$ cat config.mk
export PLATFORM = sky130hd
export DESIGN_NAME = compass_heading_from_magnetometer_flat
export DESIGN_NICKNAME = d
export VERILOG_FILES = /design/src/rtl/chc_pkg.sv /design/src/rtl/chc_if.sv /design/src/rtl/chc_cordic.sv /design/src/rtl/compass_heading_from_magnetometer.sv /design/src/flat_wrapper.sv
export SDC_FILE = /design/constraint.sdc
export NUM_CORES = 1
export LEC_CHECK = 0
export BUFFER_PORTS_ARGS = -buffer_cell sky130_fd_sc_hd__buf_2
export CAP_MARGIN = 10
export CORE_MARGIN = 2
export CORE_UTILIZATION = 30
export CTS_CLUSTER_DIAMETER = 80
export DETAILED_ROUTE_END_ITERATION = 8
export PLACE_DENSITY = 0.51
export SETUP_SLACK_MARGIN = 0.02
export SLEW_MARGIN = 15
export SYNTH_ARGS = -nofsm -noshare
export SYNTH_HDL_FRONTEND = slang
export SYNTH_HIERARCHICAL = 1
export SYNTH_SLANG_ARGS = --single-unit
$ cat constraint.sdc
create_clock -name i_clk -period 14.15 [get_ports i_clk]
set_input_delay 0.7075 -clock i_clk [delete_from_list [all_inputs] [get_ports i_clk]]
set_output_delay 0.7075 -clock i_clk [all_outputs]
set_load 0.005 [all_outputs]
$ cat src/rtl/chc_pkg.sv
// Package for the compass heading block: shared constants, the arctangent table
// and the configuration register codes. No dependencies.
`default_nettype none

package chc_pkg;

    localparam int ATAN_TABLE_LEN = 24;
    localparam int XY_W           = 28;
    localparam int Z_W            = 33;
    localparam int HEAD_W         = 18;

    localparam logic signed [Z_W-1:0]    C_QUARTER_Q16 = 33'sd589824000;
    localparam logic signed [Z_W-1:0]    C_HALF_LSB    = 33'sd32768;
    localparam logic signed [HEAD_W-1:0] C_FULL_TURN   = 18'sd36000;

    typedef enum logic [1:0] {
        CFG_X_OFFSET = 2'd0,
        CFG_Y_OFFSET = 2'd1,
        CFG_DECL     = 2'd2
    } t_cfg_idx;

    function automatic logic [31:0] chc_atan_q16(input logic [4:0] i_idx);
        logic [31:0] v;
        unique case (i_idx)
            5'd0:  v = 32'd294912000;
            5'd1:  v = 32'd174096719;
            5'd2:  v = 32'd91987925;
            5'd3:  v = 32'd46694507;
            5'd4:  v = 32'd23437865;
            5'd5:  v = 32'd11730358;
            5'd6:  v = 32'd5866610;
            5'd7:  v = 32'd2933484;
            5'd8:  v = 32'd1466764;
            5'd9:  v = 32'd733385;
            5'd10: v = 32'd366693;
            5'd11: v = 32'd183346;
            5'd12: v = 32'd91673;
            5'd13: v = 32'd45837;
            5'd14: v = 32'd22918;
            5'd15: v = 32'd11459;
            5'd16: v = 32'd5730;
            5'd17: v = 32'd2865;
            5'd18: v = 32'd1432;
            5'd19: v = 32'd716;
            5'd20: v = 32'd358;
            5'd21: v = 32'd179;
            5'd22: v = 32'd90;
            5'd23: v = 32'd45;
            default: v = 32'd0;
        endcase
        return v;
    endfunction

endpackage

`default_nettype wire

$ cat src/rtl/chc_if.sv
// Request and result channel interfaces of the compass heading block.
// Valid/ready handshake with the sample bytes or the result fields as payload.
`default_nettype none

interface chc_in_if;
    logic       valid;
    logic       ready;
    logic [7:0] x_low_byte;
    logic [7:0] x_high_byte;
    logic [7:0] y_low_byte;
    logic [7:0] y_high_byte;
    logic [7:0] z_low_byte;
    logic [7:0] z_high_byte;
    logic       complete;

    modport source (
        output valid, x_low_byte, x_high_byte, y_low_byte, y_high_byte,
               z_low_byte, z_high_byte, complete,
        input  ready
    );
    modport sink (
        input  valid, x_low_byte, x_high_byte, y_low_byte, y_high_byte,
               z_low_byte, z_high_byte, complete,
        output ready
    );
endinterface

interface chc_out_if;
    logic               valid;
    logic               ready;
    logic signed [15:0] x_field;
    logic signed [15:0] y_field;
    logic signed [15:0] z_field;
    logic        [15:0] heading;
    logic               valid_res;

    modport source (
        output valid, x_field, y_field, z_field, heading, valid_res,
        input  ready
    );
    modport sink (
        input  valid, x_field, y_field, z_field, heading, valid_res,
        output ready
    );
endinterface

`default_nettype wire

$ cat src/rtl/chc_cordic.sv
// Iterative vectoring CORDIC: atan2 of two 17-bit values in centidegrees.
// One micro-rotation per cycle on a shared shift/add unit; uses chc_pkg.
`default_nettype none

module chc_cordic #(
    parameter int CORDIC_STEPS = 16
) (
    input  wire logic               i_clk,
    input  wire logic               i_rst_n,
    input  wire logic               i_start,
    input  wire logic signed [16:0] i_xc,
    input  wire logic signed [16:0] i_yc,
    output logic                    o_done,
    output logic signed [16:0]      o_angle
);
    import chc_pkg::*;

    localparam int NSTEP = (CORDIC_STEPS < ATAN_TABLE_LEN) ? CORDIC_STEPS : ATAN_TABLE_LEN;
    localparam int CW    = (NSTEP > 1) ? $clog2(NSTEP) : 1;
    localparam logic [CW-1:0] LAST = CW'(NSTEP - 1);

    logic                    r_busy;
    logic                    r_done;
    logic                    r_zero;
    logic [CW-1:0]           r_cnt;
    logic signed [XY_W-1:0]  r_x;
    logic signed [XY_W-1:0]  r_y;
    logic signed [Z_W-1:0]   r_z;

    logic signed [XY_W-1:0]  x0;
    logic signed [XY_W-1:0]  y0;
    logic signed [XY_W-1:0]  dx;
    logic signed [XY_W-1:0]  dy;
    logic signed [Z_W-1:0]   step_ang;
    logic signed [Z_W-1:0]   z_round;

    assign x0       = {{3{i_xc[16]}}, i_xc, 8'b0};
    assign y0       = {{3{i_yc[16]}}, i_yc, 8'b0};
    assign dx       = r_y >>> r_cnt;
    assign dy       = r_x >>> r_cnt;
    assign step_ang = signed'({1'b0, chc_atan_q16(5'(r_cnt))});
    assign z_round  = r_z + C_HALF_LSB;

    always_ff @(posedge i_clk) begin
        if (!i_rst_n) begin
            r_busy <= 1'b0;
            r_done <= 1'b0;
            r_cnt  <= '0;
        end else begin
            r_done <= r_busy && !i_start && (r_cnt == LAST);
            if (i_start) begin
                r_busy <= 1'b1;
                r_cnt  <= '0;
                r_zero <= (i_xc == 17'sd0) && (i_yc == 17'sd0);
                if (x0 < 0) begin
                    if (y0 >= 0) begin
                        r_x <= y0;
                        r_y <= -x0;
                        r_z <= C_QUARTER_Q16;
                    end else begin
                        r_x <= -y0;
                        r_y <= x0;
                        r_z <= -C_QUARTER_Q16;
                    end
                end else begin
                    r_x <= x0;
                    r_y <= y0;
                    r_z <= '0;
                end
            end else if (r_busy) begin
                if (r_y > 0) begin
                    r_x <= r_x + dx;
                    r_y <= r_y - dy;
                    r_z <= r_z + step_ang;
                end else begin
                    r_x <= r_x - dx;
                    r_y <= r_y + dy;
                    r_z <= r_z - step_ang;
                end
                r_cnt <= r_cnt + 1'b1;
                if (r_cnt == LAST) begin
                    r_busy <= 1'b0;
                end
            end
        end
    end

    assign o_done  = r_done;
    assign o_angle = r_zero ? 17'sd0 : signed'(z_round[32:16]);

endmodule

`default_nettype wire

$ cat src/rtl/compass_heading_from_magnetometer.sv
// Compass heading from one magnetometer sample: byte packing, hard-iron offsets,
// CORDIC atan2, declination and wrap into 0..35999. Uses chc_pkg, chc_if, chc_cordic.
// A complete sample passes through the one-rotation-per-cycle CORDIC loop, the declination add
// and up to two wrap corrections in S_WRAP; a short sample goes straight to S_SEND.
// Throughput: one request at a time; S_SEND waits for a free output slot before the next.
// Reset (synchronous, active low): offsets, declination and held values cleared.
`default_nettype none

module compass_heading_from_magnetometer #(
    parameter int CORDIC_STEPS = 16
) (
    input  wire logic        i_clk,
    input  wire logic        i_rst_n,
    chc_in_if.sink           i_in,
    chc_out_if.source        o_out,
    input  wire logic        i_cfg_we,
    input  wire logic [1:0]  i_cfg_idx,
    input  wire logic [15:0] i_cfg_data
);
    import chc_pkg::*;

    typedef enum logic [1:0] {
        S_IDLE,
        S_ATAN,
        S_WRAP,
        S_SEND
    } t_state;

    t_state                  r_state;
    logic signed [15:0]      r_x_offset;
    logic signed [15:0]      r_y_offset;
    logic signed [15:0]      r_decl;
    logic signed [15:0]      r_held_x;
    logic signed [15:0]      r_held_y;
    logic signed [15:0]      r_held_z;
    logic [15:0]             r_held_heading;
    logic signed [HEAD_W-1:0] r_h;
    logic                    r_vres;
    logic                    r_ovalid;
    logic signed [15:0]      r_out_x;
    logic signed [15:0]      r_out_y;
    logic signed [15:0]      r_out_z;
    logic [15:0]             r_out_heading;
    logic                    r_out_vres;

    logic                    accept;
    logic                    start;
    logic signed [15:0]      raw_x;
    logic signed [15:0]      raw_y;
    logic signed [15:0]      raw_z;
    logic signed [16:0]      xc;
    logic signed [16:0]      yc;
    logic                    cordic_done;
    logic signed [16:0]      angle;
    logic signed [HEAD_W-1:0] head_sum;

    assign accept = i_in.valid && i_in.ready;
    assign start  = accept && i_in.complete;
    assign raw_x  = signed'({i_in.x_high_byte, i_in.x_low_byte});
    assign raw_y  = signed'({i_in.y_high_byte, i_in.y_low_byte});
    assign raw_z  = signed'({i_in.z_high_byte, i_in.z_low_byte});
    assign xc     = {raw_x[15], raw_x} - {r_x_offset[15], r_x_offset};
    assign yc     = {raw_y[15], raw_y} - {r_y_offset[15], r_y_offset};
    assign head_sum = {angle[16], angle} + {{2{r_decl[15]}}, r_decl};

    chc_cordic #(
        .CORDIC_STEPS (CORDIC_STEPS)
    ) u_cordic (
        .i_clk   (i_clk),
        .i_rst_n (i_rst_n),
        .i_start (start),
        .i_xc    (xc),
        .i_yc    (yc),
        .o_done  (cordic_done),
        .o_angle (angle)
    );

    always_ff @(posedge i_clk) begin
        if (!i_rst_n) begin
            r_x_offset <= '0;
            r_y_offset <= '0;
            r_decl     <= '0;
        end else if (i_cfg_we) begin
            unique case (i_cfg_idx)
                CFG_X_OFFSET: r_x_offset <= i_cfg_data;
                CFG_Y_OFFSET: r_y_offset <= i_cfg_data;
                CFG_DECL:     r_decl     <= i_cfg_data;
                default:      ;
            endcase
        end
    end

    always_ff @(posedge i_clk) begin
        if (!i_rst_n) begin
            r_state        <= S_IDLE;
            r_ovalid       <= 1'b0;
            r_held_x       <= '0;
            r_held_y       <= '0;
            r_held_z       <= '0;
            r_held_heading <= '0;
        end else begin
            if (o_out.ready && (r_state != S_SEND)) begin
                r_ovalid <= 1'b0;
            end
            unique case (r_state)
                S_IDLE: begin
                    if (accept) begin
                        r_vres <= i_in.complete;
                        if (i_in.complete) begin
                            r_held_x <= raw_x;
                            r_held_y <= raw_y;
                            r_held_z <= raw_z;
                            r_state  <= S_ATAN;
                        end else begin
                            r_h     <= signed'({2'b00, r_held_heading});
                            r_state <= S_SEND;
                        end
                    end
                end
                S_ATAN: begin
                    if (cordic_done) begin
                        r_h     <= head_sum;
                        r_state <= S_WRAP;
                    end
                end
                S_WRAP: begin
                    if (r_h < 0) begin
                        r_h <= r_h + C_FULL_TURN;
                    end else if (r_h >= C_FULL_TURN) begin
                        r_h <= r_h - C_FULL_TURN;
                    end else begin
                        r_state <= S_SEND;
                    end
                end
                S_SEND: begin
                    if (!r_ovalid || o_out.ready) begin
                        r_ovalid       <= 1'b1;
                        r_out_x        <= r_held_x;
                        r_out_y        <= r_held_y;
                        r_out_z        <= r_held_z;
                        r_out_heading  <= r_h[15:0];
                        r_out_vres     <= r_vres;
                        r_held_heading <= r_h[15:0];
                        r_state        <= S_IDLE;
                    end
                end
                default: r_state <= S_IDLE;
            endcase
        end
    end

    assign i_in.ready      = (r_state == S_IDLE);
    assign o_out.valid     = r_ovalid;
    assign o_out.x_field   = r_out_x;
    assign o_out.y_field   = r_out_y;
    assign o_out.z_field   = r_out_z;
    assign o_out.heading   = r_out_heading;
    assign o_out.valid_res = r_out_vres;

endmodule

`default_nettype wire
$ cat src/flat_wrapper.sv
// flat-port wrapper written by rule: the top's interface ports become plain ports
module compass_heading_from_magnetometer_flat import chc_pkg::*;
#(
    parameter int CORDIC_STEPS = 16
)
  (i_clk, i_rst_n, i_cfg_we, i_cfg_idx, i_cfg_data, i_in_valid, i_in_x_low_byte, i_in_x_high_byte, i_in_y_low_byte, i_in_y_high_byte, i_in_z_low_byte, i_in_z_high_byte, i_in_complete, i_in_ready, o_out_valid, o_out_x_field, o_out_y_field, o_out_z_field, o_out_heading, o_out_valid_res, o_out_ready);
  chc_in_if i_in_i ();
  chc_out_if o_out_i ();
  input  wire logic i_clk;
  input  wire logic i_rst_n;
  input  wire logic i_cfg_we;
  input  wire logic [1:0] i_cfg_idx;
  input  wire logic [15:0] i_cfg_data;
  input wire logic [$bits(i_in_i.valid)-1:0] i_in_valid;
  input wire logic [$bits(i_in_i.x_low_byte)-1:0] i_in_x_low_byte;
  input wire logic [$bits(i_in_i.x_high_byte)-1:0] i_in_x_high_byte;
  input wire logic [$bits(i_in_i.y_low_byte)-1:0] i_in_y_low_byte;
  input wire logic [$bits(i_in_i.y_high_byte)-1:0] i_in_y_high_byte;
  input wire logic [$bits(i_in_i.z_low_byte)-1:0] i_in_z_low_byte;
  input wire logic [$bits(i_in_i.z_high_byte)-1:0] i_in_z_high_byte;
  input wire logic [$bits(i_in_i.complete)-1:0] i_in_complete;
  output wire logic [$bits(i_in_i.ready)-1:0] i_in_ready;
  output wire logic [$bits(o_out_i.valid)-1:0] o_out_valid;
  output wire logic [$bits(o_out_i.x_field)-1:0] o_out_x_field;
  output wire logic [$bits(o_out_i.y_field)-1:0] o_out_y_field;
  output wire logic [$bits(o_out_i.z_field)-1:0] o_out_z_field;
  output wire logic [$bits(o_out_i.heading)-1:0] o_out_heading;
  output wire logic [$bits(o_out_i.valid_res)-1:0] o_out_valid_res;
  input wire logic [$bits(o_out_i.ready)-1:0] o_out_ready;
  assign i_in_i.valid = i_in_valid;
  assign i_in_i.x_low_byte = i_in_x_low_byte;
  assign i_in_i.x_high_byte = i_in_x_high_byte;
  assign i_in_i.y_low_byte = i_in_y_low_byte;
  assign i_in_i.y_high_byte = i_in_y_high_byte;
  assign i_in_i.z_low_byte = i_in_z_low_byte;
  assign i_in_i.z_high_byte = i_in_z_high_byte;
  assign i_in_i.complete = i_in_complete;
  assign i_in_ready = i_in_i.ready;
  assign o_out_valid = o_out_i.valid;
  assign o_out_x_field = o_out_i.x_field;
  assign o_out_y_field = o_out_i.y_field;
  assign o_out_z_field = o_out_i.z_field;
  assign o_out_heading = o_out_i.heading;
  assign o_out_valid_res = o_out_i.valid_res;
  assign o_out_i.ready = o_out_ready;
  compass_heading_from_magnetometer #(.CORDIC_STEPS(CORDIC_STEPS)) u_core (.i_clk(i_clk), .i_rst_n(i_rst_n), .i_in(i_in_i), .o_out(o_out_i), .i_cfg_we(i_cfg_we), .i_cfg_idx(i_cfg_idx), .i_cfg_data(i_cfg_data));
endmodule
**Word level (Yosys, flattened, before mapping)**

Memories as Yosys holds them, arrays and structs flattened. A register that Yosys moved wholly into a read port is not among the register bits.
Cells that the tools add are included.

- Muxes and demuxes: 37
- Bitwise gates (word level): 1
- $lt $le $gt $ge: 5
- Shift operators: 2
- Add/sub/neg operators: 15
- Reduce and logical (&&, ||, !) cells: 27
- Equality and inequality tests: 14

Operators with widths:

| kind | number |
|---|---|
| $mux W28 | 10 |
| $mux W33 | 5 |
| $mux W18 | 5 |
| $add A28 B28 Y28 | 2 |
| $neg A25 Y28 | 2 |
| $sshr A28 B4 Y28 | 2 |
| $sub A28 B28 Y28 | 2 |
| $pmux W18 S3 | 1 |
| $logic_not A17 Y1 | 2 |
| $sub A16 B16 Y17 | 2 |
| $add A33 B17 Y33 const B | 1 |
| $add A33 B33 Y33 | 1 |
| $sub A33 B33 Y33 | 1 |
| $gt A28 B1 Y1 const B | 1 |
| $ge A25 B1 Y1 const B | 1 |
| $lt A25 B1 Y1 const B | 1 |
| $add A17 B16 Y18 | 1 |
| $add A18 B17 Y18 const B | 1 |
| $ge A18 B17 Y1 const B | 1 |
| $lt A18 B1 Y1 const B | 1 |
| $sub A18 B17 Y18 const B | 1 |
| $mux W17 | 1 |
| $mux W2 | 6 |
| $ne A2 B2 Y1 const B | 6 |
| other kinds (21) | 44 |

- Word-level logic and storage cells: 125
- ROM bits: 464
- Register bits: 295
- Memories: 1
- Output and inout bits: 67
- Input port bits: 72

Memory list:

| memory | depth | width | rd ports | clocked after memory_dff | wr ports | line | RTL |
|---|---|---|---|---|---|---|---|
| (no name shown) | 16 | 29 | 1 | 1 | 0 | chc_pkg.sv:24 | `unique case (i_idx)` |

**Logic depth before layout (Yosys ltp)**

Gate-level depths: netlist of run 1.

- Word-level depth: 6
- Mapped depth: 25
- Mapped depth without buffers: 20

**Cells and area by module**

The synthesis of run 1 kept the hierarchy.

By module, submodules not included:

| module | area each (µm²) | times used | cells an instance | sequential area each (µm²) |
|---|---|---|---|---|
| chc_cordic | 14989.4 | 1 | 1753 | 3403.3 |
| compass_heading_from_magnetometer | 9885.7 | 1 | 1047 | 4824.6 |

**Worst setup path before layout of run 1**

Ideal clock, no wire load.

- Path type: reg-to-reg
- From: register u_core.u_cordic.r_cnt[0]
- To: register u_core.u_cordic.r_x[27], data pin
- Setup time: 0.266 ns
- Clock period less this slack: 5.138 ns
- Data required time: 13.884 ns
- Slack: 9.012 ns
- Arrival time: 4.872 ns
- Buffers on the path: 4
- Cell stages (with the launch flop): 24
- Path through: dfxtp_1 buf_6 buf_6 buf_6 buf_4 mux4_2 mux2_2 mux2i_1 ha_1 nand3_1 o21ai_0 o21ai_0 xor2_1 ha_1 a21o_1 a311oi_1 o21ba_2 o221ai_1 nand2_1 o31a_1 o2111a_1 o41ai_1 xnor2_1 nor2_1

- Word-level cells in the longest chain between the ends: 5
- Elaborated cells on any way between the ends: 6
- Classes of those cells: add/sub (2); shift (1); mux (3)

Ends and longest elaborated chain:

| element | line | RTL |
|---|---|---|
| start: declaration | chc_cordic.sv:25 | `logic [CW-1:0] r_cnt;` |
| start signal: assignment | chc_cordic.sv:80 | `r_cnt <= r_cnt + 1'b1;` |
| $sshr A28 B4 Y28 (*) | chc_cordic.sv:39 | `assign dx = r_y >>> r_cnt;` |
| $sub A28 B28 Y28 or $add A28 B28 Y28 (tied branches) | chc_cordic.sv:76, chc_cordic.sv:72 |  |
| $mux W28 (*) | chc_cordic.sv:71 | `if (r_y > 0) begin` |
| $mux W28 (*) | chc_cordic.sv:70 | `end else if (r_busy) begin` |
| $mux W28 (*) | chc_cordic.sv:51 | `if (i_start) begin` |
| end signal: assignment | chc_cordic.sv:57 | `r_x <= y0;` |
| end signal: assignment | chc_cordic.sv:72 | `r_x <= r_x + dx;` |
| end signal: assignment | chc_cordic.sv:76 | `r_x <= r_x - dx;` |
| end: declaration | chc_cordic.sv:26 | `logic signed [XY_W-1:0] r_x;` |

Mark *: on every way between the ends. The rest lies on a longest branch, timed or not. The select of a mux whose other input is x is not followed.
A chain may end at the register's enable or synchronous reset.

**Final worst setup path of run 1**

- From: register u_core.u_cordic.r_cnt[1]
- To: register u_core.u_cordic.r_x[27], data pin

The elaborated chain is that of the path after synthesis.

==> out/metrics.cfg, run 1 <==
[pwr]
power.leakage_uw = 0.01045
clkPwrFrac_pct = 19.2
p_seq_share_pct = 26.7
total_power_uw = 5717
ir_worst_vdd_uv = 115.4
power_switching_uw = 2440
p_int_uw = 3278
p_per_area_nw_per_um2 = 205.0
comb_power_share_pct = 54.1
swShare_pct = 42.67

[timing]
worst_pin_slew_ns = 1.047
fin_crit_sh_pct = 44.83
finalMaxSlewViolations = 0
finalCriticalPeriod_ns = 6.343
grt_setup_unrepaired = no
finalSetupViolCount = 0
fin_worst_skew_ns = 0.03265
hold_viol = 0
fin_setup_tns_ns = 0
max_freq_mhz = 157.7
relSlewSlack_pct = 30.21

[routing]
drc = 0
drtAntennaViolNets = 0
dr.pass1.iters = 5
wl_um = 73300
wl_per_cell_um = 18.49
drt_iter0_markers = 1477
vias = 20887
drt-vias-per-instance = 5.269

[logic_synthesis]
synth_largest_area_cell = edfxtp_1
synth-main-ff-cell = edfxtp_1
syn_area_per_cell_um2 = 8.884
synth_top_area_share_pct = 21.00
async_flop_share_pct = 0
syn_inst = 2800
synth_top_family_by_area = compound AO/OA/AOI/OAI gates
synth_compound_area_share_pct = 21.09
synth-xor-area-share_pct = 8.098
yosys.area_share.simple_pct = 16.53
ys_types = 93
yosys_warnings = 6
synth-edff-count = 174
synthMuxAreaShare_pct = 8.465
synth_fa_ha_area_share_pct = 8.631
synth_area_leaders = edfxtp_1 21%, dfxtp_1 12%, ha_1 8.1%, nand2_1 6.4%, xnor2_1 4.5%
ys_seq_area_share_pct = 33.08
ys_seq_elements = 324
syn_area_um2 = 24880
synth_fp_nets = 3040

[worst_setup_path]
r2r_end = u_core/u_cordic/r_x[27]
rr_worst_depth = 20
criticalPathCategory = flop to flop
worstSetupStartpointType = flop
crit_path_end_kind = flop
r2r_start = u_core/u_cordic/r_cnt[1]
cp.required_ns = 14.46
reg2reg_slack_ns = 7.81
cp_max_fo = 61
crit_arrival_ns = 6.66

[floorplan]
rows = 105
die_y_um = 292.0
core_um2 = 82110
dieArea_um2 = 85240
initial_utilization_pct = 30.29
io_pins = 139
die_x_um = 292.0

[global_route]
grt_pass1_wl_um = 114900
grt_max_degree = 83
grt_usage_pct = 16.87
grt_overflow = 0
antenna_found_initial = 0
first_global_vias = 19878

[clocking]
post_cts.resized_instances = 0
cts_root_buffer = clkbuf_16
cts_setup_buffers = 0
cts_max_level = 2
clkLatencyLatePin_ns = 0.59
tritoncts = built
cts_buffer_depth = 3
cts_buffers = 41
cts.sinks = 324
cts_hold_buf = 0
clk_pin_slew_ns = 0.06

[worst_hold_path]
whs_path_depth = 1
min_from = i_in_complete
min_path_type = input pin to flop
min_to = u_core/r_vres

[final_layout]
nNetsFinal = 3102
area_delta_synth_final_pct = 12.14
drive_gt1_share_pct = 11.64
num_antenna_cells = 0

[placed_design]
portBuffers = 138
gp_congestion = 0.8560
dp_hpwl_um = 54660

[run_status]
status = complete, no violations

[run]
maxCapViolCount = 0

## cell usage after synthesis, types with 8 or more instances
master	instances
nand2_1	421
a21oi_1	184
nor2_1	178
o21ai_0	176
edfxtp_1	174
ha_1	162
dfxtp_1	150
xnor2_1	128
a21boi_0	118
inv_1	106
xor2_1	102
clkbuf_1	98
nand3_1	63
a21o_1	55
mux4_2	47
mux2i_1	42
o211ai_1	42
nor3_1	40
nand2b_1	35
o21a_1	34
mux2_2	30
nor2b_1	30
a31oi_1	29
o31ai_1	28
or3_1	23
and3_1	19
o21bai_1	18
a211oi_1	15
buf_2	15
nand4_1	14
o22ai_1	14
nor4_1	12
o31a_1	11
and2_1	10
mux4_1	10
buf_1	9
or2_2	9
a22oi_1	8
buf_6	8
nor3b_1	8
o41ai_1	8
## flip-flops by register name (all words and copies together), names as in the netlist, 18 cells and up
signal	flops
u_core/u_cordic/r_z	33
u_core/u_cordic/r_x	28
u_core/u_cordic/step_ang	29
u_core/u_cordic/r_y	28
u_core/r_h	18
## worst max path at each step
stage | start | end | slack (ns) | cells past startpoint
2_1_floorplan | u_core/u_cordic/r_cnt[0] | u_core/u_cordic/r_x[27] | 9.01 | 23
3_3_place_gp | u_core/u_cordic/r_cnt[1] | u_core/u_cordic/r_x[27] | 7.92 | 20
3_5_place_dp | u_core/u_cordic/r_cnt[1] | u_core/u_cordic/r_x[27] | 7.82 | 20
4_1_cts | u_core/u_cordic/r_cnt[1] | u_core/u_cordic/r_x[27] | 7.80 | 20
5_1_grt | u_core/u_cordic/r_cnt[1] | u_core/u_cordic/r_x[27] | 7.32 | 20
6_report | u_core/u_cordic/r_cnt[1] | u_core/u_cordic/r_x[27] | 7.81 | 20
## critical path, stage by stage (launching register included)
cell and delay [ns]:
dfxtp_4 0.45, buf_4 0.75, mux4_1 0.67, mux2_2 0.31, mux2i_1 0.28, ha_1 0.25, nand3_1 0.17, o21ai_0 0.31
o21ai_0 0.16, xor2_1 0.17, ha_1 0.35, a21o_1 0.14, a311oi_1 0.12, o21ba_2 0.22, o221ai_1 0.27, nand2_1 0.15
o31a_1 0.30, o2111a_1 0.29, o41ai_1 0.45, xnor2_1 0.16, nor2_1 0.05
## final cells by class
cell class                 instances  area, um^2
clock buffer                      57        1201
clock inverter                    18       219.0
fill                            8514       54220
inverter                         109       414.1
multi-input combinational       2232       15670
sequential                       324        8235
tap                             1070        1339
timing repair buffer             154       813.3
## placed cells by master, fill, tap and decap left out, drive strengths merged, types with 18 or more instances in the layout
cell type,synthesis,layout
inv,107,111
a21oi,186,186
a31oi,29,29
xnor2,128,128
a21o,55,55
o21ai,179,179
ha,162,162
mux2,32,32
edfxtp,174,174
dfxtp,150,150
nor3,40,40
o31ai,30,30
nand3,63,63
nand2,421,421
o21a,34,34
a21boi,118,118
or3,23,23
and3,19,19
mux4,57,57
buf,37,154
nor2b,30,30
o211ai,42,42
xor2,102,102
nand2b,35,35
o21bai,18,18
clkbuf,98,57
nor2,179,179
mux2i,42,42
## stage by stage
stage	cells	hold WS, ns	utilization, %	cell area, um^2	worst slack, ns
after floorplan	2800	0.4003	-	24880	9.012
after global placement	3889	0.4106	32.24	26470	7.921
after detailed placement	3889	0.4150	32.24	26470	7.819
after CTS	3964	0.3057	33.97	27890	7.798
after global routing	3964	0.3258	33.97	27890	7.321
final	3964	0.3486	33.97	27890	7.807
## power groups by stage
stage,clock network [uW],registers (uW),logic [uW]
CTS,1140,1520,3090
global placement,0,1540,3070
global route,1170,1550,3480
detailed placement,0,1540,3070
floorplan,0,1410,2460
finish,1100,1530,3090
## cell families after synthesis
group,count (synthesis)
simple gates,897
mux,131
buf+inv,244
compound gates,806
fa+ha+maj,168
flops,324
xor+xnor,230
## metal layers
metal,global-route usage (%),share of wire [%],up-vias
met3,2.398,5.1,107
li1,-,-,10335
met5,0,0,-
met1,23.69,47,9982
met4,6.261,3.4,0
met2,26.24,44,463
No activity file was read; power rests on OpenSTA's default activity.
==> run 2: changes to the inputs <==
==> constraint.sdc (replaced) <==
create_clock -name i_clk -period 6.15 [get_ports i_clk]
set_input_delay 0.3075 -clock i_clk [delete_from_list [all_inputs] [get_ports i_clk]]
set_output_delay 0.3075 -clock i_clk [all_outputs]
set_load 0.005 [all_outputs]
==> run 2 against run 1 <==
Compared with the run above: sequential share of layout area down 0.62 points; total power up 130%; non-clock buffer count up 68; critical path type unchanged; setup slack worse by 7.2 ns; hold slack worse by 0.31 ns; maximum frequency up 14%; cell count up 1.7%.
==> out/metrics.cfg, run 2 (synthesis gave the netlist of run 1 again) <==
[timing]
finalSetupViolCount = 0  ; unchanged
finalCriticalPeriod_ns = 5.574  ; -0.7690 ns
grt_setup_unrepaired = no
hold_viol = 0  ; unchanged
setup_ws_ns = 0.5759  ; -7.231 ns
whs_ns = 0.03384  ; -0.3148 ns
fin_crit_sh_pct = 90.64  ; +46 points
max_freq_mhz = 179.4  ; +14%
finalMaxSlewViolations = 0  ; unchanged
worst_pin_slew_ns = 1.104  ; +0.05717 ns
fin_worst_skew_ns = 0.04749  ; +0.01483 ns
relSlewSlack_pct = 26.39  ; -3.8 points
fin_setup_tns_ns = 0  ; unchanged

[placed_design]
portBuffers = 138  ; unchanged
dp_hpwl_um = 54370  ; -0.53%
place_ws_ns = 0.4451  ; -7.374 ns
gp_congestion = 0.8596  ; +0.42%
place_area_um2 = 26590  ; +0.44%

[worst_setup_path]
criticalPathCategory = flop to flop
path_buf_inv = 0  ; -1
crit_arrival_ns = 5.86  ; -0.80 ns
reg2reg_slack_ns = 0.58  ; -7.23 ns
crit_path_top_delay_cell = mux4_1
rr_worst_depth = 19  ; -5.0%
r2r_start = u_core/u_cordic/r_cnt[1]
r2r_end = u_core/u_cordic/r_x[27]
path_cells = mux4_1, mux2_2, mux2i_1, ha_1, nand3_1, o21ai_0, o21ai_0, xor2_1, ha_1, a21o_1, a311oi_1, o21ba_2, o221ai_1, nand2_1, o31a_1, o2111a_1, o41ai_1, xnor2_1, nor2_1
crit_path_end_kind = flop
worstSetupStartpointType = flop
crit_family = compound AO/OA/AOI/OAI gates
cp.required_ns = 6.43  ; -8.03 ns
cp_max_fo = 16  ; -74%
slowest_delay_ns = 0.61  ; -0.14 ns

[final_layout]
multi_input_area_um2 = 15670  ; unchanged
regArea_um2 = 8240  ; about the same
top_register = u_core/u_cordic/r_z
design_area_um2 = 28510  ; +2.2%
largest_reg_flops = 33  ; unchanged
nNetsFinal = 3169  ; +2.2%
mostFrequentLayoutCells = 421 x nand2_1, 184 x a21oi_1, 177 x nor2_1
num_antenna_cells = 0  ; unchanged
area_delta_synth_final_pct = 14.62
layout_commonest_cell = nand2_1
final.fill_count = 8518  ; +0.047%
drive_gt1_share_pct = 11.79  ; +0.15 points

[global_route]
grt_usage_pct = 16.77  ; -0.10 points
first_global_vias = 19717  ; -0.81%
grt_overflow = 0  ; unchanged
grt_pass1_wl_um = 114200  ; -0.62%
grt_max_degree = 90  ; +8.4%
antenna_found_initial = 1  ; +1

[clocking]
cts_buffer_depth = 3  ; unchanged
cts.sinks = 324  ; unchanged
clkLatencyLatePin_ns = 0.59  ; about the same
cts_buffers = 40  ; -2.4%
clk_pin_slew_ns = 0.06  ; about the same
cts_max_level = 2  ; unchanged
cts_root_buffer = clkbuf_16
tritoncts = built

[routing]
drt-vias-per-instance = 5.195  ; -1.4%
drc = 0  ; unchanged
vias = 20936  ; +0.23%
drtAntennaViolNets = 0  ; unchanged
dr.pass1.iters = 5  ; unchanged
wl_um = 73230  ; about the same
wl_per_cell_um = 18.17  ; -1.7%
drt_iter0_markers = 1472  ; -0.34%

[pwr]
power.leakage_uw = 0.01071  ; +2.5%
p_int_uw = 7500  ; +130%
total_power_uw = 13090  ; +130%
power_switching_uw = 5589  ; +130%
ir_worst_vdd_uv = 344.5  ; +200%
swShare_pct = 42.70  ; about the same
p_seq_share_pct = 26.6  ; about the same
comb_power_share_pct = 54.7  ; +0.6 points
clkPwrFrac_pct = 18.6  ; -0.6 points
p_per_area_nw_per_um2 = 459.1  ; +120%

[run]
maxCapViolCount = 0  ; unchanged

[worst_hold_path]
min_to = u_core/r_y_offset[10]
min_from = i_cfg_data[10]
min_path_type = input pin to flop
whs_path_depth = 3  ; +2

[floorplan]
core_um2 = 82110  ; unchanged
dieArea_um2 = 85240  ; unchanged
die_y_um = 292.0  ; unchanged
initial_utilization_pct = 30.29  ; unchanged
rows = 105  ; unchanged
io_pins = 139  ; unchanged
die_x_um = 292.0  ; unchanged

[run_status]
status = complete, no violations

==> run 2: cell types whose count changed in the layout (fill, tap and decap cells not counted), moves of 3 or more <==
cell / previous run / this run
dlygate4sd3_1: 0 / 55
buf_4: 17 / 26
clkbuf_16: 45 / 42
clkinv_4: 0 / 3
==> run 2: per-stage QoR <==
stage | instances | utilization [%]
3_5_place_dp | 3901 | 32.38
2_1_floorplan | 2800 | -
3_3_place_gp | 3901 | 32.38
5_1_grt | 4030 | 34.72
4_1_cts | 4029 | 34.70
6_report | 4030 | 34.72
==> run 2: area by class of cell <==
type                       instances  share of cell area (%)
clock buffer                      52                   3.888
clock inverter                    21                  0.8425
inverter                         109                   1.453
multi-input combinational       2232                   54.97
sequential                       324                   28.90
tap                             1070                   4.695
timing repair buffer             222                   5.253
==> run 2: worst max path at each step <==
stage	from	end	slack, ns	depth (start not counted)
after global routing	u_core/u_cordic/r_cnt[0]	u_core/u_cordic/r_y[27]	0.03	20
after CTS	u_core/u_cordic/r_cnt[0]	u_core/u_cordic/r_y[27]	0.37	20
after detailed placement	u_core/u_cordic/r_cnt[0]	u_core/u_cordic/r_y[27]	0.45	20
after global placement	u_core/u_cordic/r_cnt[1]	u_core/u_cordic/r_x[27]	0.47	19
after floorplan	u_core/u_cordic/r_cnt[0]	u_core/u_cordic/r_x[27]	1.01	23
final	u_core/u_cordic/r_cnt[1]	u_core/u_cordic/r_x[27]	0.58	19
==> run 2: power by group through the flow <==
stage                     Clock, uW  Sequential, uW  Combinational, uW
final                          2440            3490               7170
after global routing           2590            3530               8080
after detailed placement          0            3520               7110
after CTS                      2520            3480               7170
after global placement            0            3520               7120
after floorplan                   0            3250               5670
==> run 2: routing by layer <==
layer	track usage, %	up-vias	share of wire (%)
li1	-	10447	-
met5	0	-	0
met3	2.504	106	4.5
met2	26.32	430	45
met1	23.39	9953	48
met4	5.909	0	3.1
==> run 2: worst min-delay path: stages <==
cell,delay [ns]
buf_2,0.14
nand2_1,0.06
a21boi_0,0.06
==> run 2: timing repair <==
item	CTS	global route
hold buffers	55	0
endpoints found under the hold margin	56	0
setup buffers	0	1
setup endpoints to repair	0	5
gates resized for setup	0	4
